<file path="src/rtl/vgmcsp_pkg.sv">
// Package for the VGM command stream parser: item structs, command codes,
// parse phases, result kinds and queue sizing.
// No dependencies; every other file in rtl/ imports it.
package vgmcsp_pkg;

  // Input item: op selects stream byte or start of a new track
  typedef struct packed {
    logic       op;
    logic [7:0] stream_byte;
  } cmd_item_t;

  // Result item
  typedef struct packed {
    logic [1:0]  kind;
    logic        chip_select;
    logic [7:0]  reg_addr;
    logic [7:0]  reg_data;
    logic [15:0] wait_samples;
    logic [25:0] wait_ticks;
    logic        fade_request;
    logic [3:0]  loop_count;
  } evt_item_t;

  // Queue entry between parser and output stage (ticks are computed later)
  typedef struct packed {
    logic [1:0]  kind;
    logic        chip_select;
    logic [7:0]  reg_addr;
    logic [7:0]  reg_data;
    logic [15:0] wait_samples;
    logic        fade_request;
    logic [3:0]  loop_count;
  } act_item_t;

  // Configuration registers as seen by the submodules
  typedef struct packed {
    logic       loop_present;
    logic [3:0] max_loops;
    logic [9:0] ticks_per_sample;
  } cfg_t;

  // Input op codes
  localparam logic OP_BYTE  = 1'b0;
  localparam logic OP_START = 1'b1;

  // Result kinds
  localparam logic [1:0] KIND_WRITE   = 2'd0;
  localparam logic [1:0] KIND_WAIT    = 2'd1;
  localparam logic [1:0] KIND_END     = 2'd2;
  localparam logic [1:0] KIND_RESTART = 2'd3;

  // Configuration register indexes
  localparam int unsigned CFG_IDX_W = 2;
  localparam int unsigned CFG_DATA_W = 10;
  localparam logic [CFG_IDX_W-1:0] CFG_LOOP_PRESENT = 2'd0;
  localparam logic [CFG_IDX_W-1:0] CFG_MAX_LOOPS    = 2'd1;
  localparam logic [CFG_IDX_W-1:0] CFG_TICKS        = 2'd2;

  // Reset values of the configuration registers
  localparam logic       RST_LOOP_PRESENT = 1'b0;
  localparam logic [3:0] RST_MAX_LOOPS    = 4'd2;
  localparam logic [9:0] RST_TICKS        = 10'd612;

  // Command bytes
  localparam logic [7:0] CMD_WR_CHIP0   = 8'h55;
  localparam logic [7:0] CMD_WR_CHIP1   = 8'hA5;
  localparam logic [7:0] CMD_WR_CHIP1_B = 8'hA0;
  localparam logic [7:0] CMD_SKIP2_A    = 8'h54;
  localparam logic [7:0] CMD_SKIP2_B    = 8'hA4;
  localparam logic [7:0] CMD_SKIP2_C    = 8'h5A;
  localparam logic [7:0] CMD_SKIP1_A    = 8'h30;
  localparam logic [7:0] CMD_SKIP1_B    = 8'h50;
  localparam logic [7:0] CMD_WAIT_N     = 8'h61;
  localparam logic [7:0] CMD_WAIT_735   = 8'h62;
  localparam logic [7:0] CMD_WAIT_882   = 8'h63;
  localparam logic [7:0] CMD_END        = 8'h66;
  localparam logic [3:0] CMD_SHORT_HI   = 4'h7;

  // Wait amounts of the fixed wait commands
  localparam logic signed [18:0] WAIT_735 = 19'sd735;
  localparam logic signed [18:0] WAIT_882 = 19'sd882;

  // Sample credit bounds
  localparam logic signed [18:0] CREDIT_MIN = -19'sd131072;
  localparam logic signed [18:0] CREDIT_MAX = 19'sd131071;
  localparam logic signed [18:0] WAIT_CAP   = 19'sd65535;

  localparam logic [3:0] LOOPS_SAT = 4'd15;

  // Parse phases
  typedef enum logic [2:0] {
    PH_CMD = 3'b001,
    PH_OP1 = 3'b010,
    PH_OP2 = 3'b100
  } phase_t;

  // Queue between parser and output stage
  localparam int unsigned QDEPTH = 2;
  localparam int unsigned QPTR_W = $clog2(QDEPTH);
  localparam int unsigned QCNT_W = $clog2(QDEPTH + 1);

endpackage

</file>
<file path="src/rtl/vgm_command_stream_parser.sv">
// Top level of the VGM command stream parser: configuration registers and
// the front end, queue and output stage. Depends on vgmcsp_pkg and submodules.
//
//  channel  direction  handshake              payload
//  cmd      in         cmd_valid / cmd_stall  cmd_item_t (op, stream_byte)
//  evt      out        evt_valid / evt_stall  evt_item_t (kind ... loop_count)
//  cfg      in         cfg_we                 cfg_index, cfg_data
//
// One byte per cycle is accepted while cmd_stall is low; parse state and credit
// update in that cycle. A result passes through a two-entry queue and then the
// output register, which also applies the tick multiply.
// cmd_stall rises only while the queue is full, i.e. when evt has been stalled.
// Synchronous reset rst clears parse state, queue and output valid; no
// clearing pass is needed.
module vgm_command_stream_parser (
  input  logic                                clk,
  input  logic                                rst,
  input  logic                                cmd_valid,
  output logic                                cmd_stall,
  input  vgmcsp_pkg::cmd_item_t               cmd,
  output logic                                evt_valid,
  input  logic                                evt_stall,
  output vgmcsp_pkg::evt_item_t               evt,
  input  logic                                cfg_we,
  input  logic [vgmcsp_pkg::CFG_IDX_W-1:0]    cfg_index,
  input  logic [vgmcsp_pkg::CFG_DATA_W-1:0]   cfg_data
);
  import vgmcsp_pkg::*;

  cfg_t      cfg;
  logic      take;
  logic      push;
  logic      pop;
  logic      q_full;
  logic      q_nonempty;
  act_item_t act_in;
  act_item_t act_out;

  // Configuration registers
  always_ff @(posedge clk) begin
    if (rst) begin
      cfg.loop_present     <= RST_LOOP_PRESENT;
      cfg.max_loops        <= RST_MAX_LOOPS;
      cfg.ticks_per_sample <= RST_TICKS;
    end else if (cfg_we) begin
      case (cfg_index)
        CFG_LOOP_PRESENT: cfg.loop_present     <= cfg_data[0];
        CFG_MAX_LOOPS:    cfg.max_loops        <= cfg_data[3:0];
        CFG_TICKS:        cfg.ticks_per_sample <= cfg_data;
        default: begin
        end
      endcase
    end
  end

  assign cmd_stall = q_full;
  assign take      = cmd_valid && !cmd_stall;

  vgmcsp_front u_front (
    .clk  (clk),
    .rst  (rst),
    .cfg  (cfg),
    .take (take),
    .cmd  (cmd),
    .push (push),
    .act  (act_in)
  );

  vgmcsp_queue u_queue (
    .clk      (clk),
    .rst      (rst),
    .push     (push),
    .wdata    (act_in),
    .pop      (pop),
    .full     (q_full),
    .nonempty (q_nonempty),
    .rdata    (act_out)
  );

  vgmcsp_back u_back (
    .clk       (clk),
    .rst       (rst),
    .cfg       (cfg),
    .nonempty  (q_nonempty),
    .act       (act_out),
    .pop       (pop),
    .evt_valid (evt_valid),
    .evt_stall (evt_stall),
    .evt       (evt)
  );

endmodule

</file>
<file path="src/rtl/vgmcsp_front.sv">
// Parser front end: accepts stream bytes, tracks parse phase, credit and loops,
// and pushes one action per result into the queue. Depends on vgmcsp_pkg.
module vgmcsp_front (
  input  logic                  clk,
  input  logic                  rst,
  input  vgmcsp_pkg::cfg_t      cfg,
  input  logic                  take,
  input  vgmcsp_pkg::cmd_item_t cmd,
  output logic                  push,
  output vgmcsp_pkg::act_item_t act
);
  import vgmcsp_pkg::*;

  phase_t             phase, phase_next;
  logic [7:0]         held, held_next;
  logic [7:0]         first, first_next;
  logic signed [17:0] credit, credit_next;
  logic [3:0]         loops, loops_next;

  logic               add_en;
  logic               flush_en;
  logic               emit_en;
  logic signed [18:0] delta;
  logic signed [18:0] sum;
  logic signed [18:0] sum_sat;
  logic [7:0]         b;

  assign b = cmd.stream_byte;

  // Classify the byte against the current parse phase
  always_comb begin
    phase_next = phase;
    held_next  = held;
    first_next = first;
    loops_next = loops;
    add_en     = 1'b0;
    flush_en   = 1'b0;
    emit_en    = 1'b0;
    delta      = '0;
    act        = '0;
    case (phase)
      PH_CMD: begin
        held_next = b;
        if (b inside {CMD_WR_CHIP0, CMD_WR_CHIP1, CMD_WR_CHIP1_B, CMD_SKIP2_A,
                      CMD_SKIP2_B, CMD_SKIP2_C, CMD_WAIT_N, CMD_SKIP1_A,
                      CMD_SKIP1_B}) begin
          phase_next = PH_OP1;
        end else if (b == CMD_WAIT_735) begin
          add_en   = 1'b1;
          flush_en = 1'b1;
          delta    = WAIT_735;
        end else if (b == CMD_WAIT_882) begin
          add_en   = 1'b1;
          flush_en = 1'b1;
          delta    = WAIT_882;
        end else if (b == CMD_END) begin
          emit_en = 1'b1;
          if (cfg.loop_present) begin
            loops_next       = (loops == LOOPS_SAT) ? LOOPS_SAT : loops + 4'd1;
            act.kind         = KIND_RESTART;
            act.fade_request = (loops_next == cfg.max_loops);
          end else begin
            act.kind = KIND_END;
          end
        end else if (b[7:4] == CMD_SHORT_HI) begin
          add_en   = 1'b1;
          flush_en = 1'b1;
          delta    = 19'(b[3:0]) + 19'sd1;
        end
      end
      PH_OP1: begin
        if (held inside {CMD_SKIP1_A, CMD_SKIP1_B}) begin
          phase_next = PH_CMD;
        end else begin
          first_next = b;
          phase_next = PH_OP2;
        end
      end
      PH_OP2: begin
        phase_next = PH_CMD;
        if (held inside {CMD_WR_CHIP0, CMD_WR_CHIP1, CMD_WR_CHIP1_B}) begin
          add_en          = 1'b1;
          delta           = -19'sd1;
          emit_en         = 1'b1;
          act.kind        = KIND_WRITE;
          act.chip_select = (held != CMD_WR_CHIP0);
          act.reg_addr    = first;
          act.reg_data    = b;
        end else if (held == CMD_WAIT_N) begin
          add_en   = 1'b1;
          flush_en = 1'b1;
          delta    = 19'({b, first});
        end
      end
      default: begin
        phase_next = PH_CMD;
      end
    endcase

    // Saturating credit update
    sum = {credit[17], credit} + delta;
    if (sum < CREDIT_MIN) begin
      sum_sat = CREDIT_MIN;
    end else if (sum > CREDIT_MAX) begin
      sum_sat = CREDIT_MAX;
    end else begin
      sum_sat = sum;
    end
    credit_next = add_en ? sum_sat[17:0] : credit;

    // Positive credit goes out as a wait and is cleared
    if (flush_en && (sum_sat > 19'sd0)) begin
      emit_en          = 1'b1;
      act.kind         = KIND_WAIT;
      act.wait_samples = (sum_sat > WAIT_CAP) ? 16'hFFFF : sum_sat[15:0];
      credit_next      = '0;
    end

    act.loop_count = loops_next;
  end

  assign push = take && (cmd.op == OP_BYTE) && emit_en;

  // State registers
  always_ff @(posedge clk) begin
    if (rst) begin
      phase  <= PH_CMD;
      held   <= '0;
      first  <= '0;
      credit <= '0;
      loops  <= '0;
    end else if (take) begin
      if (cmd.op == OP_START) begin
        phase  <= PH_CMD;
        held   <= '0;
        first  <= '0;
        credit <= '0;
        loops  <= '0;
      end else begin
        phase  <= phase_next;
        held   <= held_next;
        first  <= first_next;
        credit <= credit_next;
        loops  <= loops_next;
      end
    end
  end

endmodule

</file>
<file path="src/rtl/vgmcsp_queue.sv">
// Short register queue between parser front end and output stage.
// Depends on vgmcsp_pkg (entry type and depth).
module vgmcsp_queue (
  input  logic                  clk,
  input  logic                  rst,
  input  logic                  push,
  input  vgmcsp_pkg::act_item_t wdata,
  input  logic                  pop,
  output logic                  full,
  output logic                  nonempty,
  output vgmcsp_pkg::act_item_t rdata
);
  import vgmcsp_pkg::*;

  act_item_t         slots [QDEPTH];
  logic [QPTR_W-1:0] wptr;
  logic [QPTR_W-1:0] rptr;
  logic [QCNT_W-1:0] count;

  assign full     = (count == QCNT_W'(QDEPTH));
  assign nonempty = (count != '0);
  assign rdata    = slots[rptr];

  // Entry storage
  always_ff @(posedge clk) begin
    if (push) begin
      slots[wptr] <= wdata;
    end
  end

  // Pointers and fill count
  always_ff @(posedge clk) begin
    if (rst) begin
      wptr  <= '0;
      rptr  <= '0;
      count <= '0;
    end else begin
      if (push) begin
        wptr <= (wptr == QPTR_W'(QDEPTH - 1)) ? '0 : wptr + 1'b1;
      end
      if (pop) begin
        rptr <= (rptr == QPTR_W'(QDEPTH - 1)) ? '0 : rptr + 1'b1;
      end
      if (push && !pop) begin
        count <= count + 1'b1;
      end else if (pop && !push) begin
        count <= count - 1'b1;
      end
    end
  end

`ifndef SYNTHESIS
  a_no_overflow: assert property (@(posedge clk) disable iff (rst) push |-> !full || pop)
    else $error("queue push while full");
  a_no_underflow: assert property (@(posedge clk) disable iff (rst) pop |-> nonempty)
    else $error("queue pop while empty");
  a_count_bound: assert property (@(posedge clk) disable iff (rst)
    count <= QCNT_W'(QDEPTH))
    else $error("queue count out of range");
`endif

endmodule

</file>
<file path="src/rtl/vgmcsp_back.sv">
// Output stage: pops actions, scales waits to timer ticks and holds the
// result register for the output channel. Depends on vgmcsp_pkg.
module vgmcsp_back (
  input  logic                  clk,
  input  logic                  rst,
  input  vgmcsp_pkg::cfg_t      cfg,
  input  logic                  nonempty,
  input  vgmcsp_pkg::act_item_t act,
  output logic                  pop,
  output logic                  evt_valid,
  input  logic                  evt_stall,
  output vgmcsp_pkg::evt_item_t evt
);
  import vgmcsp_pkg::*;

  // Load a new result when the register is empty or being taken
  assign pop = nonempty && (!evt_valid || !evt_stall);

  always_ff @(posedge clk) begin
    if (rst) begin
      evt_valid <= 1'b0;
    end else if (pop) begin
      evt_valid <= 1'b1;
    end else if (!evt_stall) begin
      evt_valid <= 1'b0;
    end
  end

  // Result payload; 16 x 10 multiply for the tick count
  always_ff @(posedge clk) begin
    if (pop) begin
      evt.kind         <= act.kind;
      evt.chip_select  <= act.chip_select;
      evt.reg_addr     <= act.reg_addr;
      evt.reg_data     <= act.reg_data;
      evt.wait_samples <= act.wait_samples;
      evt.wait_ticks   <= 26'(act.wait_samples) * 26'(cfg.ticks_per_sample);
      evt.fade_request <= act.fade_request;
      evt.loop_count   <= act.loop_count;
    end
  end

`ifndef SYNTHESIS
  a_wait_nonzero: assert property (@(posedge clk) disable iff (rst)
    evt_valid && (evt.kind == KIND_WAIT) |-> evt.wait_samples != '0)
    else $error("wait result with zero samples");
`endif

endmodule

</file>
<file path="config.mk">
export PLATFORM = sky130hd
export DESIGN_NAME = vgm_command_stream_parser
export DESIGN_NICKNAME = d
export VERILOG_FILES = /design/src/rtl/vgmcsp_pkg.sv /design/src/rtl/vgm_command_stream_parser.sv /design/src/rtl/vgmcsp_front.sv /design/src/rtl/vgmcsp_queue.sv /design/src/rtl/vgmcsp_back.sv
export SDC_FILE = /design/constraint.sdc
export NUM_CORES = 1
export LEC_CHECK = 0
export BUFFER_PORTS_ARGS = -buffer_cell sky130_fd_sc_hd__buf_2
export CAP_MARGIN = 20
export CORE_ASPECT_RATIO = 0.75
export CORE_MARGIN = 2
export CORE_UTILIZATION = 25
export CTS_BUF_LIST = sky130_fd_sc_hd__clkbuf_8
export DETAILED_ROUTE_END_ITERATION = 8
export PLACE_DENSITY = 0.5
export SYNTH_ARGS = -nofsm -noshare
export SYNTH_HDL_FRONTEND = slang
export SYNTH_SLANG_ARGS = --single-unit
</file>
<file path="constraint.sdc">
create_clock -name clk -period 7.35 [get_ports clk]
set_input_delay 0.3675 -clock clk [delete_from_list [all_inputs] [get_ports clk]]
set_output_delay 0.3675 -clock clk [all_outputs]
set_load 0.03 [all_outputs]
</file>
-- Yosys cells after proc, flatten, opt, wreduce, memory -nomap -nowiden
Memory sizes are Yosys's and may differ from the RTL's. A register that Yosys moved wholly into a read port is not among the register bits.
Cells that the tools add are included.
- register bits: 127
- bits in writable memories: 80
- output and inout bits: 68
- logic and storage cells: 168
- memories kept: 1
- $add $sub $neg: 7
- multipliers: 1
- order comparisons: 4
- equality and inequality tests: 31
- mux-type cells: 74
- bitwise gates (word level): 1
- reduce and logical (&&, ||, !) cells: 29
- memory list (memory ; depth ; width ; read ports ; clocked after memory_dff ; write ports ; RTL line ; source):
    u_queue.slots ; 2 ; 40 ; 1 ; 1 ; 1 ; vgmcsp_queue.sv:15 ; act_item_t slots [QDEPTH];
- operator list (operator ; count):
    19-bit two-way mux ; 8
    8-bit by 7-bit == test with 1-bit output, second input constant ; 11
    18-bit two-way mux ; 3
    16-bit two-way mux ; 3
    8-bit == test, second input constant ; 5
    8-bit two-way mux ; 5
    19-bit one-hot mux with 2 select lines ; 1
    17-bit two-way mux ; 2
    4-bit two-way mux ; 8
    1-bit two-way mux ; 29
    16-bit by 10-bit multiplier with 26-bit output ; 1
    19-bit adder ; 1
    19-bit by 1-bit > comparator with 1-bit output, second input constant ; 1
    19-bit by 17-bit > comparator with 1-bit output, second input constant ; 1
    19-bit by 18-bit > comparator with 1-bit output, second input constant ; 1
    19-bit by 18-bit less-than comparator with 1-bit output, second input constant ; 1
    8-bit by 6-bit == test with 1-bit output, second input constant ; 2
    2-bit two-way mux ; 7
    2-bit AND reduction ; 6
    2-bit nonzero test ; 5
    3-bit two-way mux ; 3
    9-bit nonzero test ; 1
    8-bit by 7-bit inequality test with 1-bit output, second input constant ; 1
    1-bit logical AND ; 7
    other kinds (25) ; 34

-- Longest topological paths before layout
Gate-level depths: netlist of the first run.
- depth in word-level cells: 19
- depth in mapped cells: 27
- gate-level depth less buffers: 24

-- By module
Synthesis of the first run repeated with hierarchy kept, for this count alone.
- cell total of the unflattened synthesis: 1375
- area total of the unflattened synthesis: 14700.3 sq um
- modules (own cells, without submodules) (module ; times used ; cells each ; area an instance (sq um) ; sequential area each (sq um)):
    vgmcsp_back ; 1 ; 683 ; 7233.2 ; 2001.9
    vgmcsp_front ; 1 ; 480 ; 3724.8 ; 820.8
    vgmcsp_queue ; 1 ; 146 ; 3083.0 ; 2502.4
    vgm_command_stream_parser ; 1 ; 66 ; 659.4 ; 300.3

-- Least setup slack after synthesis of the first run
No wires, ideal clock.
- path type: input-to-reg
- start: input cmd[1] (netlist name)
- end: memory u_queue.slots[0][0] (netlist name), enable pin
- arrival: 7125 ps
- slack: -273 ps
- cell stages on the path: 23
- buffers on the path: 3
- cell sequence: inv_1 ha_1 and3b_1 o211ai_1 a21oi_1 nor4_4 and3_1 a21oi_1 nand2_1 a221o_1 ha_1 buf_4 o211ai_1 o211a_4 nor3_4 a21o_4 o22ai_4 a22o_4 or2_1 buf_6 o21a_1 buf_6 a211oi_1
- longest elaborated chain between the ends: 17
- elaborated cells on any way between the ends: 43
- ends and longest elaborated chain (what ; RTL line ; source):
    start, declared ; vgm_command_stream_parser.sv:20 ; input vgmcsp_pkg::cmd_item_t cmd,
    4-bit by 1-bit adder with 5-bit output ; vgmcsp_front.sv:68 ; delta = 19'(b[3:0]) + 19'sd1;
    19-bit two-way mux ; vgmcsp_front.sv:65 ; end else if (b[7:4] == CMD_SHORT_HI) begin
    19-bit two-way mux ; vgmcsp_front.sv:56 ; end else if (b == CMD_END) begin
    19-bit two-way mux ; vgmcsp_front.sv:52 ; end else if (b == CMD_WAIT_882) begin
    19-bit two-way mux ; vgmcsp_front.sv:48 ; end else if (b == CMD_WAIT_735) begin
    19-bit two-way mux ; vgmcsp_front.sv:44 ; if (b inside {CMD_WR_CHIP0, CMD_WR_CHIP1, CMD_WR_CHIP1_B, CMD_SKIP2_A,
    19-bit one-hot mux with 2 select lines ; vgmcsp_front.sv:41 ; case (phase)
    19-bit adder ; vgmcsp_front.sv:101 ; sum = {credit[17], credit} + delta;
    19-bit by 18-bit > comparator with 1-bit output ; vgmcsp_front.sv:104 ; end else if (sum > CREDIT_MAX) begin
    19-bit two-way mux ; vgmcsp_front.sv:104 ;
    19-bit two-way mux ; vgmcsp_front.sv:102 ; if (sum < CREDIT_MIN) begin
    19-bit by 1-bit > comparator with 1-bit output ; vgmcsp_front.sv:112 ; if (flush_en && (sum_sat > 19'sd0)) begin
    1-bit logical AND ; vgmcsp_front.sv:112 ;
    1-bit two-way mux * ; vgmcsp_front.sv:112 ;
    1-bit logical AND * ; vgmcsp_front.sv:122 ; assign push = take && (cmd.op == OP_BYTE) && emit_en;
    1-bit two-way mux * ; vgmcsp_queue.sv:26 ; if (push) begin
    1-bit two-way mux (implied by the code) * ; vgmcsp_queue.sv:27 ; slots[wptr] <= wdata;
    end, declared ; vgmcsp_queue.sv:15 ;
Mark *: on every way between the ends. The rest lies on a longest branch, timed or not.

==> results.md, run 1 <==
- Hold EP: u_back.evt_valid$_SDFFE_PP0P_
- Port buffer count: 93
- Leak: 7.249 nW
- Min-delay worst type: in2reg
- Final Skew: 31.30 ps
- Synth Flop Type: edfxtp_1
- Vias/cell: 4.478
- Synth Warn #: 0
- Slew margin rel.: 29.94%
- Hold_ws: 157.7 ps
- Worst EP arrival: 6860 ps
- RSZ-0062 raised after global routing: false
- Die area: 0.05958 sq mm
- Htree depth: 2
- Max incr delay on CP: 530 ps
- Fillcell total: 6005
- Final nets: 1642
- Routed Antenna Nets: 0
- Die height: 211.9 um
- GPL Wtd Cong: 0.8078
- CTS clk-pin slew, worst paths: 60 ps
- Setup TNS: 0 ps
- Largest net degree at the start of global routing: 61
- Crit Path Max Fanout: 16
- Delay-heaviest family, CP: adder cells
- CP endpoint kind: flop
- Max Slew Vio Count: 0
- Initial core utilization: 25.21%
- Final WL: 36290 um
- DP Wirelength: 26350 um
- Final worst slack: 819.8 ps
- Asr flop ratio synth: 0%
- Commonest non-fill, non-tap cell in the layout: nand2_1
- Cell Pwr Density: 256.3 mW/mm^2
- Synthesized area: 0.01441 sq mm
- Hold path depth: 3
- Global Route Usage Sum: 12.68%
- Clock root buffer: clkbuf_8
- DR iter-0 viols: 621
- Final Hold Viols: 0
- Crit path kind: reg2reg
- Gr ovfl total: 0
- Routed vias: 9999
- Synthesized Nets: 1549
- Core Region: 0.05715 sq mm
- Drt pass-1 iters: 5
- Startpoint types: flop
- Syn avg cell area: 10.86 sq um
- Max-cap viol count: 0
- Die width: 281.2 um
- R2R Setup Slk: 820 ps
- Slew @ Worst Pin: 1051 ps
- CTS tree: yes
- Avg WL per Cell: 16.25 um
- Synth-to-layout area growth: 15.29%
- Sequential fraction of the synthesis area: 39.05%
- CTS sink count: 208
- CP cell instances: buf_4 -> mux2_2 -> and2_1 -> fa_1 -> fa_1 -> ha_1 -> inv_1 -> fa_1 -> inv_1 -> fa_1 -> ha_1 -> a21o_1 -> or3_1 -> o211ai_1 -> a31oi_1 -> a41oi_1 -> a21oi_1 -> a211oi_1 -> a21oi_1 -> xnor2_1
- Setup violators final: 0
- Max clock buf depth: 3
- DP Worst Slack: 838.1 ps
- Post-Syn Instances: 1327
- Max VDD drop: 0.1884 mV
- IO Pins: 94
- Post-synthesis register bit count: 208
- Worst path required time: 7680 ps
- R2r endpoint: u_back.evt[30]$_DFFE_PP_
- Worst Reg-to-Reg Cells: 20
- Most frequent cells in the layout: 156 x nand2_1, 146 x edfxtp_1, 117 x inv_1
- Initial antenna violation count: 0
- CP max stage cell: fa_1
- Vias in the first global route: 10750
- Clk_lat worst skew: 590 ps
- Status: complete, no violations
- Maximum clock rate: 0.1531 GHz
- Hold_sp: evt_stall
- WP buf/inv: 3
- Period utilization: 88.85%
- DRC errors left: 0
- Rows: 76
- Share of cells above drive strength 1: 17.30%
- First-pass GRT wire length: 59090 um
- Tmin final: 6530 ps
- Post-synth EDFFs: 146
- Most used cell, CP: fa_1
- Post-synthesis cell type count: 76
- TritonCTS Buffers: 40
-- metal layers --
layer	global-route usage (%)	routed length, um	vias up
li1	-	-	4765
met1	17.69	17870	5030
met2	19.82	16010	162
met3	3.013	1878	42
met4	2.914	542	0
met5	0	0	-
-- kinds of logic after synthesis --
logic type	Yosys count	share of synthesized area (%)
mux	56	4.247
buf+inv	175	4.890
simple gates	422	14.42
xor+xnor	39	2.371
fa+ha+maj	201	23.15
compound gates	226	11.87
flops	208	39.05
-- synthesized netlist by cell type, types with 25 or more instances --
cell        n  area [sq um]
ha_1       85          1064
nand2_1   156         585.6
o21ai_0    25         125.1
dfxtp_1    62          1241
xnor2_1    25         219.0
edfxtp_1  146          4384
nor2_1     77         289.0
clkbuf_1   54         202.7
and2_1     86         538.0
fa_1      111          2222
mux2_2     41         461.7
inv_1     106         397.9
a21oi_1    56         280.3
-- metrics by stage --
step | total power [mW] | instance area (sq um) | util [%] | cells
after global placement | 3.111 | 15690 | 27.46 | 2148
after floorplan | 2.685 | 14410 | - | 1327
after global routing | 4.557 | 16600 | 29.05 | 2231
final | 4.257 | 16610 | 29.06 | 2233
after detailed placement | 3.124 | 15690 | 27.46 | 2148
after CTS | 4.358 | 16600 | 29.05 | 2231
-- worst max-delay path by stage --
| stage | to | cells past startpoint |
|---|---|---|
| floorplan | u_queue.slots[0][0]$_DFFE_PP_ | 23 |
| global placement | u_back.evt[30]$_DFFE_PP_ | 20 |
| detailed placement | u_back.evt[30]$_DFFE_PP_ | 20 |
| CTS | u_back.evt[30]$_DFFE_PP_ | 20 |
| global route | u_back.evt[30]$_DFFE_PP_ | 20 |
| finish | u_back.evt[30]$_DFFE_PP_ | 20 |
-- cell type report --
type | instances | area [sq um] | share of cell area (%)
Inverter | 108 | 406.6 | 2.448
Multi-Input combinational cell | 944 | 8107 | 48.81
Timing Repair Buffer | 118 | 678.2 | 4.083
Clock buffer | 44 | 605.6 | 3.646
Antenna cell | 2 | 5.005 | 0.03013
Tap cell | 780 | 975.9 | 5.876
Clock inverter | 29 | 203.9 | 1.228
Sequential cell | 208 | 5627 | 33.88
-- worst min-delay path, stage by stage --
cell	delay, ps
buf_2	90
nand2_1	100
a21oi_1	100
-- registers in the layout, indices dropped and copies added, names as in the netlist, 2 cells and up, named ones only --
name / count
u_queue.slots: 80
u_back.evt: 66
u_front.credit: 18
cfg: 15
u_front.first: 8
u_front.held: 8
u_front.loops: 4
u_front.phase: 3
u_queue.count: 2
-- timing repair --
action                     CTS  global route
setup endpoints to repair    0             0
resized for setup            0             0
hold endpoints to repair    14             0
hold buffers                10             0
buffers inserted             0             0
-- power by group --
group | internal [mW] | switching (mW)
clock network | 0.659 | 0.527
registers | 1.52 | 0.0758
logic | 0.457 | 1.01
total | 2.64 | 1.62
(Power assumes the default switching activity.)
==> inputs of run 2 (changes only) <==
Settings changed: BUFFER_PORTS_ARGS -buffer_cell sky130_fd_sc_hd__buf_2 to -buffer_cell sky130_fd_sc_hd__buf_4, CORE_MARGIN 2 to 5, CORE_UTILIZATION 25 to 45, PLACE_DENSITY 0.5 to 0.74.
==> run 2 against run 1 <==
Die area down 40%. Clock power shrank 16%. Cell count shrank 18%. Critical path type unchanged. Largest power group unchanged.
==> results.md, run 2 (same netlist as run 1, synthesis figures left out) <==
- Share of cells above drive strength 1: 16.74% (-0.56 points)
- Min-delay worst type: in2reg
- Flop pwr share: 38.9% (+1.3 points)
- Met1 Use GR: 26.85% (+9.2 points)
- Max VDD drop: 0.1619 mV (-14%)
- GRT busiest layer: met2
- Hold buffer count at cts: 0 (-10)
- Psw: 1.561 mW (-3.5%)
- Clk_lat worst skew: 540 ps (-50 ps)
- Max Slew Vio Count: 0 (unchanged)
- Period utilization: 92.18% (+3.3 points)
- Avg WL per Cell: 17.73 um (+9.1%)
- Vias/cell: 5.498 (+23%)
- Non-filler cells, final: 1840 (-18%)
- Htree depth: 2 (unchanged)
- First-pass GRT wire length: 55030 um (-6.9%)
- Crit path kind: reg2reg
- Initial core utilization: 45.79% (+21 points)
- Setup TNS: 0 ps (unchanged)
- Post-CTS setup buffer count: 0 (unchanged)
- Max-cap viol count: 0 (unchanged)
- Worst path required time: 7640 ps (-40 ps)
- Final Skew: 26.28 ps (-5.020 ps)
- DP Worst Slack: 624.6 ps (-213.5 ps)
- Initial antenna violation count: 0 (unchanged)
- Util after Layout: 51.26% (+22 points)
- DRC errors left: 0 (unchanged)
- Setup violators final: 0 (unchanged)
- Largest net degree at the start of global routing: 44 (-28%)
- Final Hold Viols: 0 (unchanged)
- Port buffer count: 93 (unchanged)
- Ant. Diodes: 0 (-2)
- Rows: 56 (-26%)
- Hold_ws: 37.84 ps (-119.9 ps)
- Routed vias: 10120 (+1.2%)
- Crit Path Max Fanout: 13 (-3)
- Met3 GRT Util: 3.720% (+0.71 points)
- Die width: 216.6 um (-23%)
- DR iter-0 viols: 712 (+15%)
- Max clock buf depth: 3 (unchanged)
- Final nets: 1628 (-0.85%)
- Largest registers: u_queue.slots x80, u_back.evt x66, u_front.credit x18
- Gr ovfl total: 0 (unchanged)
- CTS tree: yes
- Leak: 7.227 nW (-0.31%)
- Met2 Use GR: 29.42% (+9.6 points)
- Status: complete, no violations
- Sw Share: 37.60% (-0.40 points)
- Number of gates resized after cts: 0 (unchanged)
- IO Pins: 94 (unchanged)
- Die area: 0.03573 sq mm (-40%)
- Most frequent cells in the layout: 156 x nand2_1, 146 x edfxtp_1, 121 x inv_1
- Core Region: 0.03146 sq mm (-45%)
- Slew margin rel.: 31.25% (+1.3 points)
- Vias in the first global route: 10660 (-0.87%)
- CTS sink count: 208 (unchanged)
- TritonCTS Buffers: 37 (-7.5%)
- Biggest register: u_queue.slots
- Drt pass-1 iters: 6 (+1)
- RSZ-0062 raised after global routing: false
- Startpoint types: flop
- Final worst slack: 574.8 ps (-245.0 ps)
- Worst EP arrival: 7060 ps (+200 ps)
- DP Wirelength: 24070 um (-8.7%)
- Cell Pwr Density: 257.4 mW/mm^2 (+0.43%)
- Gate power share: 36.9% (+2.3 points)
- Maximum clock rate: 0.1476 GHz (-3.6%)
- Routed Antenna Nets: 0 (unchanged)
- Final WL: 32630 um (-10%)
- Slew @ Worst Pin: 1031 ps (-19.59 ps)
- Synth-to-layout area growth: 11.94%
- Global Route Usage Sum: 18.81% (+6.1 points)
- GPL Wtd Cong: 0.8898 (+10%)
- Clock root buffer: clkbuf_8
- P_int: 2.591 mW (-1.9%)
- Die height: 165.0 um (-22%)
- Max reg flops: 80 (unchanged)
- Commonest non-fill, non-tap cell in the layout: nand2_1
- Share of power burned in the clock network: 24.1% (-3.8 points)
- Inst Count DP: 1773 (-17%)
- CP endpoint kind: flop
- Tmin final: 6775 ps (+245.0 ps)
- CTS clk-pin slew, worst paths: 70 ps (about the same)
run 2: power groups by stage:
stage | combinational (mW) | clock (mW) | sequential [mW]
floorplan | 0.735 | 0 | 1.95
global placement | 1.52 | 0 | 1.64
detailed placement | 1.54 | 0 | 1.64
CTS | 1.55 | 1.03 | 1.62
global route | 1.69 | 1.09 | 1.64
finish | 1.53 | 1.00 | 1.62
run 2: area by class of cell:
cell class	instances	area [sq um]
Clock buffer	38	523.0
Fill cell	2754	15330
Sequential cell	208	5625
Tap cell	406	508.0
Clock inverter	29	155.1
Inverter	108	405.4
Multi-Input combinational cell	944	8107
Timing Repair Buffer	107	803.3
run 2: path summary, 6_finish.rpt:
kind	from	to	slack [ps]	depth (start not counted)
max	flop	u_back.evt[30]$_DFFE_PP_	570	19
min	cfg_data[9]	cfg[9]$_SDFFE_PP1P_	40	3
min reg2reg	u_front.credit[8]$_SDFFE_PP0P_	u_front.credit[8]$_SDFFE_PP0P_	480	1
max reg2reg	flop	u_back.evt[30]$_DFFE_PP_	570	19
run 2: metrics by stage:
step | power, mW | instance area [sq um]
finish | 4.152 | 16130
global route | 4.417 | 16130
CTS | 4.202 | 16130
detailed placement | 3.184 | 15450
global placement | 3.157 | 15440
floorplan | 2.685 | 14410
run 2: worst max-delay path: stages (launching register included):
cell      delay (ps)
dfxtp_1          650
mux2_2           490
and2_1           210
fa_1             420
inv_1             90
fa_1             410
fa_1             470
fa_1             540
inv_1             50
fa_1             470
ha_1             370
a21o_1           190
or3_1            350
o211ai_1         320
a31oi_1          240
a41oi_1          370
a21oi_1          160
a211oi_1         430
a21oi_1          150
xnor2_1          150
run 2: routing by layer:
| layer | up-vias | part of all wire [%] |
|---|---|---|
| li1 | 4747 | - |
| met1 | 4975 | 46 |
| met2 | 341 | 45 |
| met3 | 53 | 6.9 |
| met4 | 0 | 2.1 |
| met5 | - | 0 |
==> inputs of run 3 (changes only) <==
Settings changed: CORE_MARGIN 5 to default, MAX_ROUTING_LAYER from default to met4, RECOVER_POWER from default to 100.
==> run 3 against run 2 <==
Die area is 8.4% lower. Critical path depth stayed put. The run now ends with max-capacitance violations, max-slew violations left. Cell count stayed put. Largest power group unchanged. Count of clock-buffer cells in the layout is 5 higher.
==> results.md, run 3 (same netlist as run 1, synthesis figures left out) <==
- Min-delay worst type: in2reg
- CTS tree: yes
- Die area: 0.03274 sq mm (-8.4%)
- Met3 GRT Util: 2.993% (-0.73 points)
- Startpoint types: flop
- Crit Path Max Fanout: 12 (-1)
- Final WL: 32560 um (-0.19%)
- Hold path depth: 3 (unchanged)
- Hold_sp: cfg_data[1]
- Setup TNS: 0 ps (unchanged)
- Die width: 208.6 um (-3.7%)
- Largest registers: u_queue.slots x80, u_back.evt x66, u_front.credit x18
- Clk_lat worst skew: 540 ps (about the same)
- Initial antenna violation count: 0 (unchanged)
- Rows: 56 (unchanged)
- Global Route Usage Sum: 21.11% (+2.3 points)
- Max VDD drop: 0.1511 mV (-6.7%)
- Non-filler cells, final: 1840 (unchanged)
- CP cell instances: buf_4 -> mux2_1 -> nand2_1 -> fa_1 -> fa_1 -> fa_1 -> fa_1 -> inv_1 -> fa_1 -> ha_1 -> a21o_1 -> or3_1 -> o211ai_1 -> a31oi_1 -> a41oi_1 -> a21oi_1 -> a211oi_1 -> a21oi_1 -> xnor2_1
- Tmin final: 6724 ps (-50.95 ps)
- Gr ovfl total: 0 (unchanged)
- Worst path required time: 7640 ps (about the same)
- Htree depth: 2 (unchanged)
- Routed Antenna Nets: 0 (unchanged)
- Core Region: 0.03139 sq mm (-0.22%)
- Most used cell, CP: fa_1
- Worst EP arrival: 7010 ps (-50 ps)
- Status: finished with violations
- Setup violators final: 0 (unchanged)
- Largest net degree at the start of global routing: 41 (-6.8%)
- Final Cell Area: 0.01586 sq mm (-1.6%)
- Commonest non-fill, non-tap cell in the layout: nand2_1
- Vias/cell: 5.580 (+1.5%)
- Worst Reg-to-Reg Cells: 19 (unchanged)
- Reg area: 0.005625 sq mm (unchanged)
- Max Slew Vio Count: 81 (+81)
- Vias in the first global route: 10590 (-0.60%)
- DP Wirelength: 23630 um (-1.8%)
- Hold EP: cfg[11]$_SDFFE_PP1P_
- R2r endpoint: u_back.evt[30]$_DFFE_PP_
- Slew margin rel.: -77.29% (-110 points)
- Port buffer count: 93 (unchanged)
- R2R Setup Slk: 630 ps (+50 ps)
- First-pass GRT wire length: 53790 um (-2.2%)
- Number of gates resized after cts: 0 (unchanged)
- Max-cap viol count: 2 (+2)
- Ant. Diodes: 0 (unchanged)
- IO Pins: 94 (unchanged)
- Hold buffer count at cts: 0 (unchanged)
- Final Hold Viols: 0 (unchanged)
- Max clock buf depth: 3 (unchanged)
- Final nets: 1628 (unchanged)
- Most frequent cells in the layout: 156 x nand2_1, 146 x edfxtp_1, 117 x inv_1
- GPL Wtd Cong: 0.9024 (+1.4%)
- Final Skew: 33.62 ps (+7.340 ps)
- Synth-to-layout area growth: 10.12%
- Slew @ Worst Pin: 2659 ps (+1628 ps)
- Post-CTS setup buffer count: 0 (unchanged)
- Die height: 157.0 um (-4.8%)
- Fillcell total: 2844 (+3.3%)
- Routed vias: 10270 (+1.5%)
- Max incr delay on CP: 540 ps (-110 ps)
- CP max stage cell: fa_1
- DRC errors left: 0 (unchanged)
- Cell Pwr Density: 263.0 mW/mm^2 (+2.2%)
- Drt pass-1 iters: 5 (-1)
- Met1 Use GR: 29.18% (+2.3 points)
- CTS sink count: 208 (unchanged)
- Footprint of the multi-input gates: 0.008008 sq mm (-1.2%)
- Initial core utilization: 45.89% (+0.10 points)
- Clock root buffer: clkbuf_8
- CTS clk-pin slew, worst paths: 60 ps (about the same)
- Maximum clock rate: 0.1487 GHz (+0.76%)
- DR iter-0 viols: 754 (+5.9%)
- TritonCTS Buffers: 37 (unchanged)
- CP endpoint kind: flop
- GRT busiest layer: met2
- RSZ-0062 raised after global routing: false
- Biggest register: u_queue.slots
- Violated checks: max-capacitance violations, max-slew violations
- Avg WL per Cell: 17.70 um (-0.19%)
- Max reg flops: 80 (unchanged)
- Crit path kind: reg2reg
- Period utilization: 91.49% (-0.69 points)
- Placed cell area: 0.01544 sq mm (about the same)
- Inst Count DP: 1772 (-0.056%)
- Leak: 6.979 nW (-3.4%)
- Share of cells above drive strength 1: 9.763% (-7.0 points)
- Met2 Use GR: 32.87% (+3.5 points)
run 3: cell types whose count changed in the layout (fill, tap and decap cells not counted), moves of 4 or more:
cell      delta
and2_0      +20
mux2_2      -19
buf_4       -76
mux2_1      +19
clkbuf_1    +74
clkbuf_8     +5
and2_1      -20
a21oi_1      +7
a21oi_2      -7
inv_1        -4
run 3: per-layer routing:
metal / wire length [um] / vias to the layer above
met1: 15250 / 5106
met3: 2178 / 53
met2: 14580 / 377
met4: 560 / 0
met5: 0 / -
li1: - / 4732
run 3: worst max-delay path by stage:
stage	slack [ps]	cells after the start	to
floorplan	-270	23	u_queue.slots[0][0]$_DFFE_PP_
global placement	930	20	u_back.evt[30]$_DFFE_PP_
detailed placement	760	19	u_back.evt[30]$_DFFE_PP_
CTS	730	20	u_back.evt[30]$_DFFE_PP_
global route	210	19	u_back.evt[30]$_DFFE_PP_
finish	630	19	u_back.evt[30]$_DFFE_PP_
run 3: where the power goes:
group | switching [mW] | internal [mW] | leakage [nW]
clock network | 0.509 | 0.649 | 0.443
logic | 0.993 | 0.404 | 4.53
registers | 0.0823 | 1.53 | 2.01
run 3: per-stage QoR:
step / worst slack (ps) / hold WS, ps / power (mW) / util [%]
2_1_floorplan: -272.9 / 438.8 / 2.685 / -
3_5_place_dp: 757.2 / 457.8 / 3.175 / 49.19
6_report: 625.8 / 68.50 / 4.172 / 50.54
4_1_cts: 729.7 / 35.95 / 4.348 / 51.73
3_3_place_gp: 926.9 / 452.1 / 3.151 / 49.19
5_1_grt: 207.8 / 59.09 / 4.412 / 50.54
run 3: final cells by class:
type,count,share of cell area [%]
Timing Repair Buffer,107,3.281
Tap cell,406,3.202
Sequential cell,208,35.46
Inverter,108,2.555
Clock inverter,24,1.293
Clock buffer,43,3.731
Multi-Input combinational cell,944,50.48
run 3: worst max-delay path, delay by kind of cell (launching register included):
| family | cells | cell delay [ps] |
|---|---|---|
| AOI/OAI and AO/OA | 7 | 1730 |
| xor gates and xnor gates | 1 | 140 |
| adders and majority gates | 6 | 2830 |
| buffers and inverters | 2 | 300 |
| DFF | 1 | 410 |
| muxes | 1 | 510 |
| and+or+nand+nor | 2 | 530 |
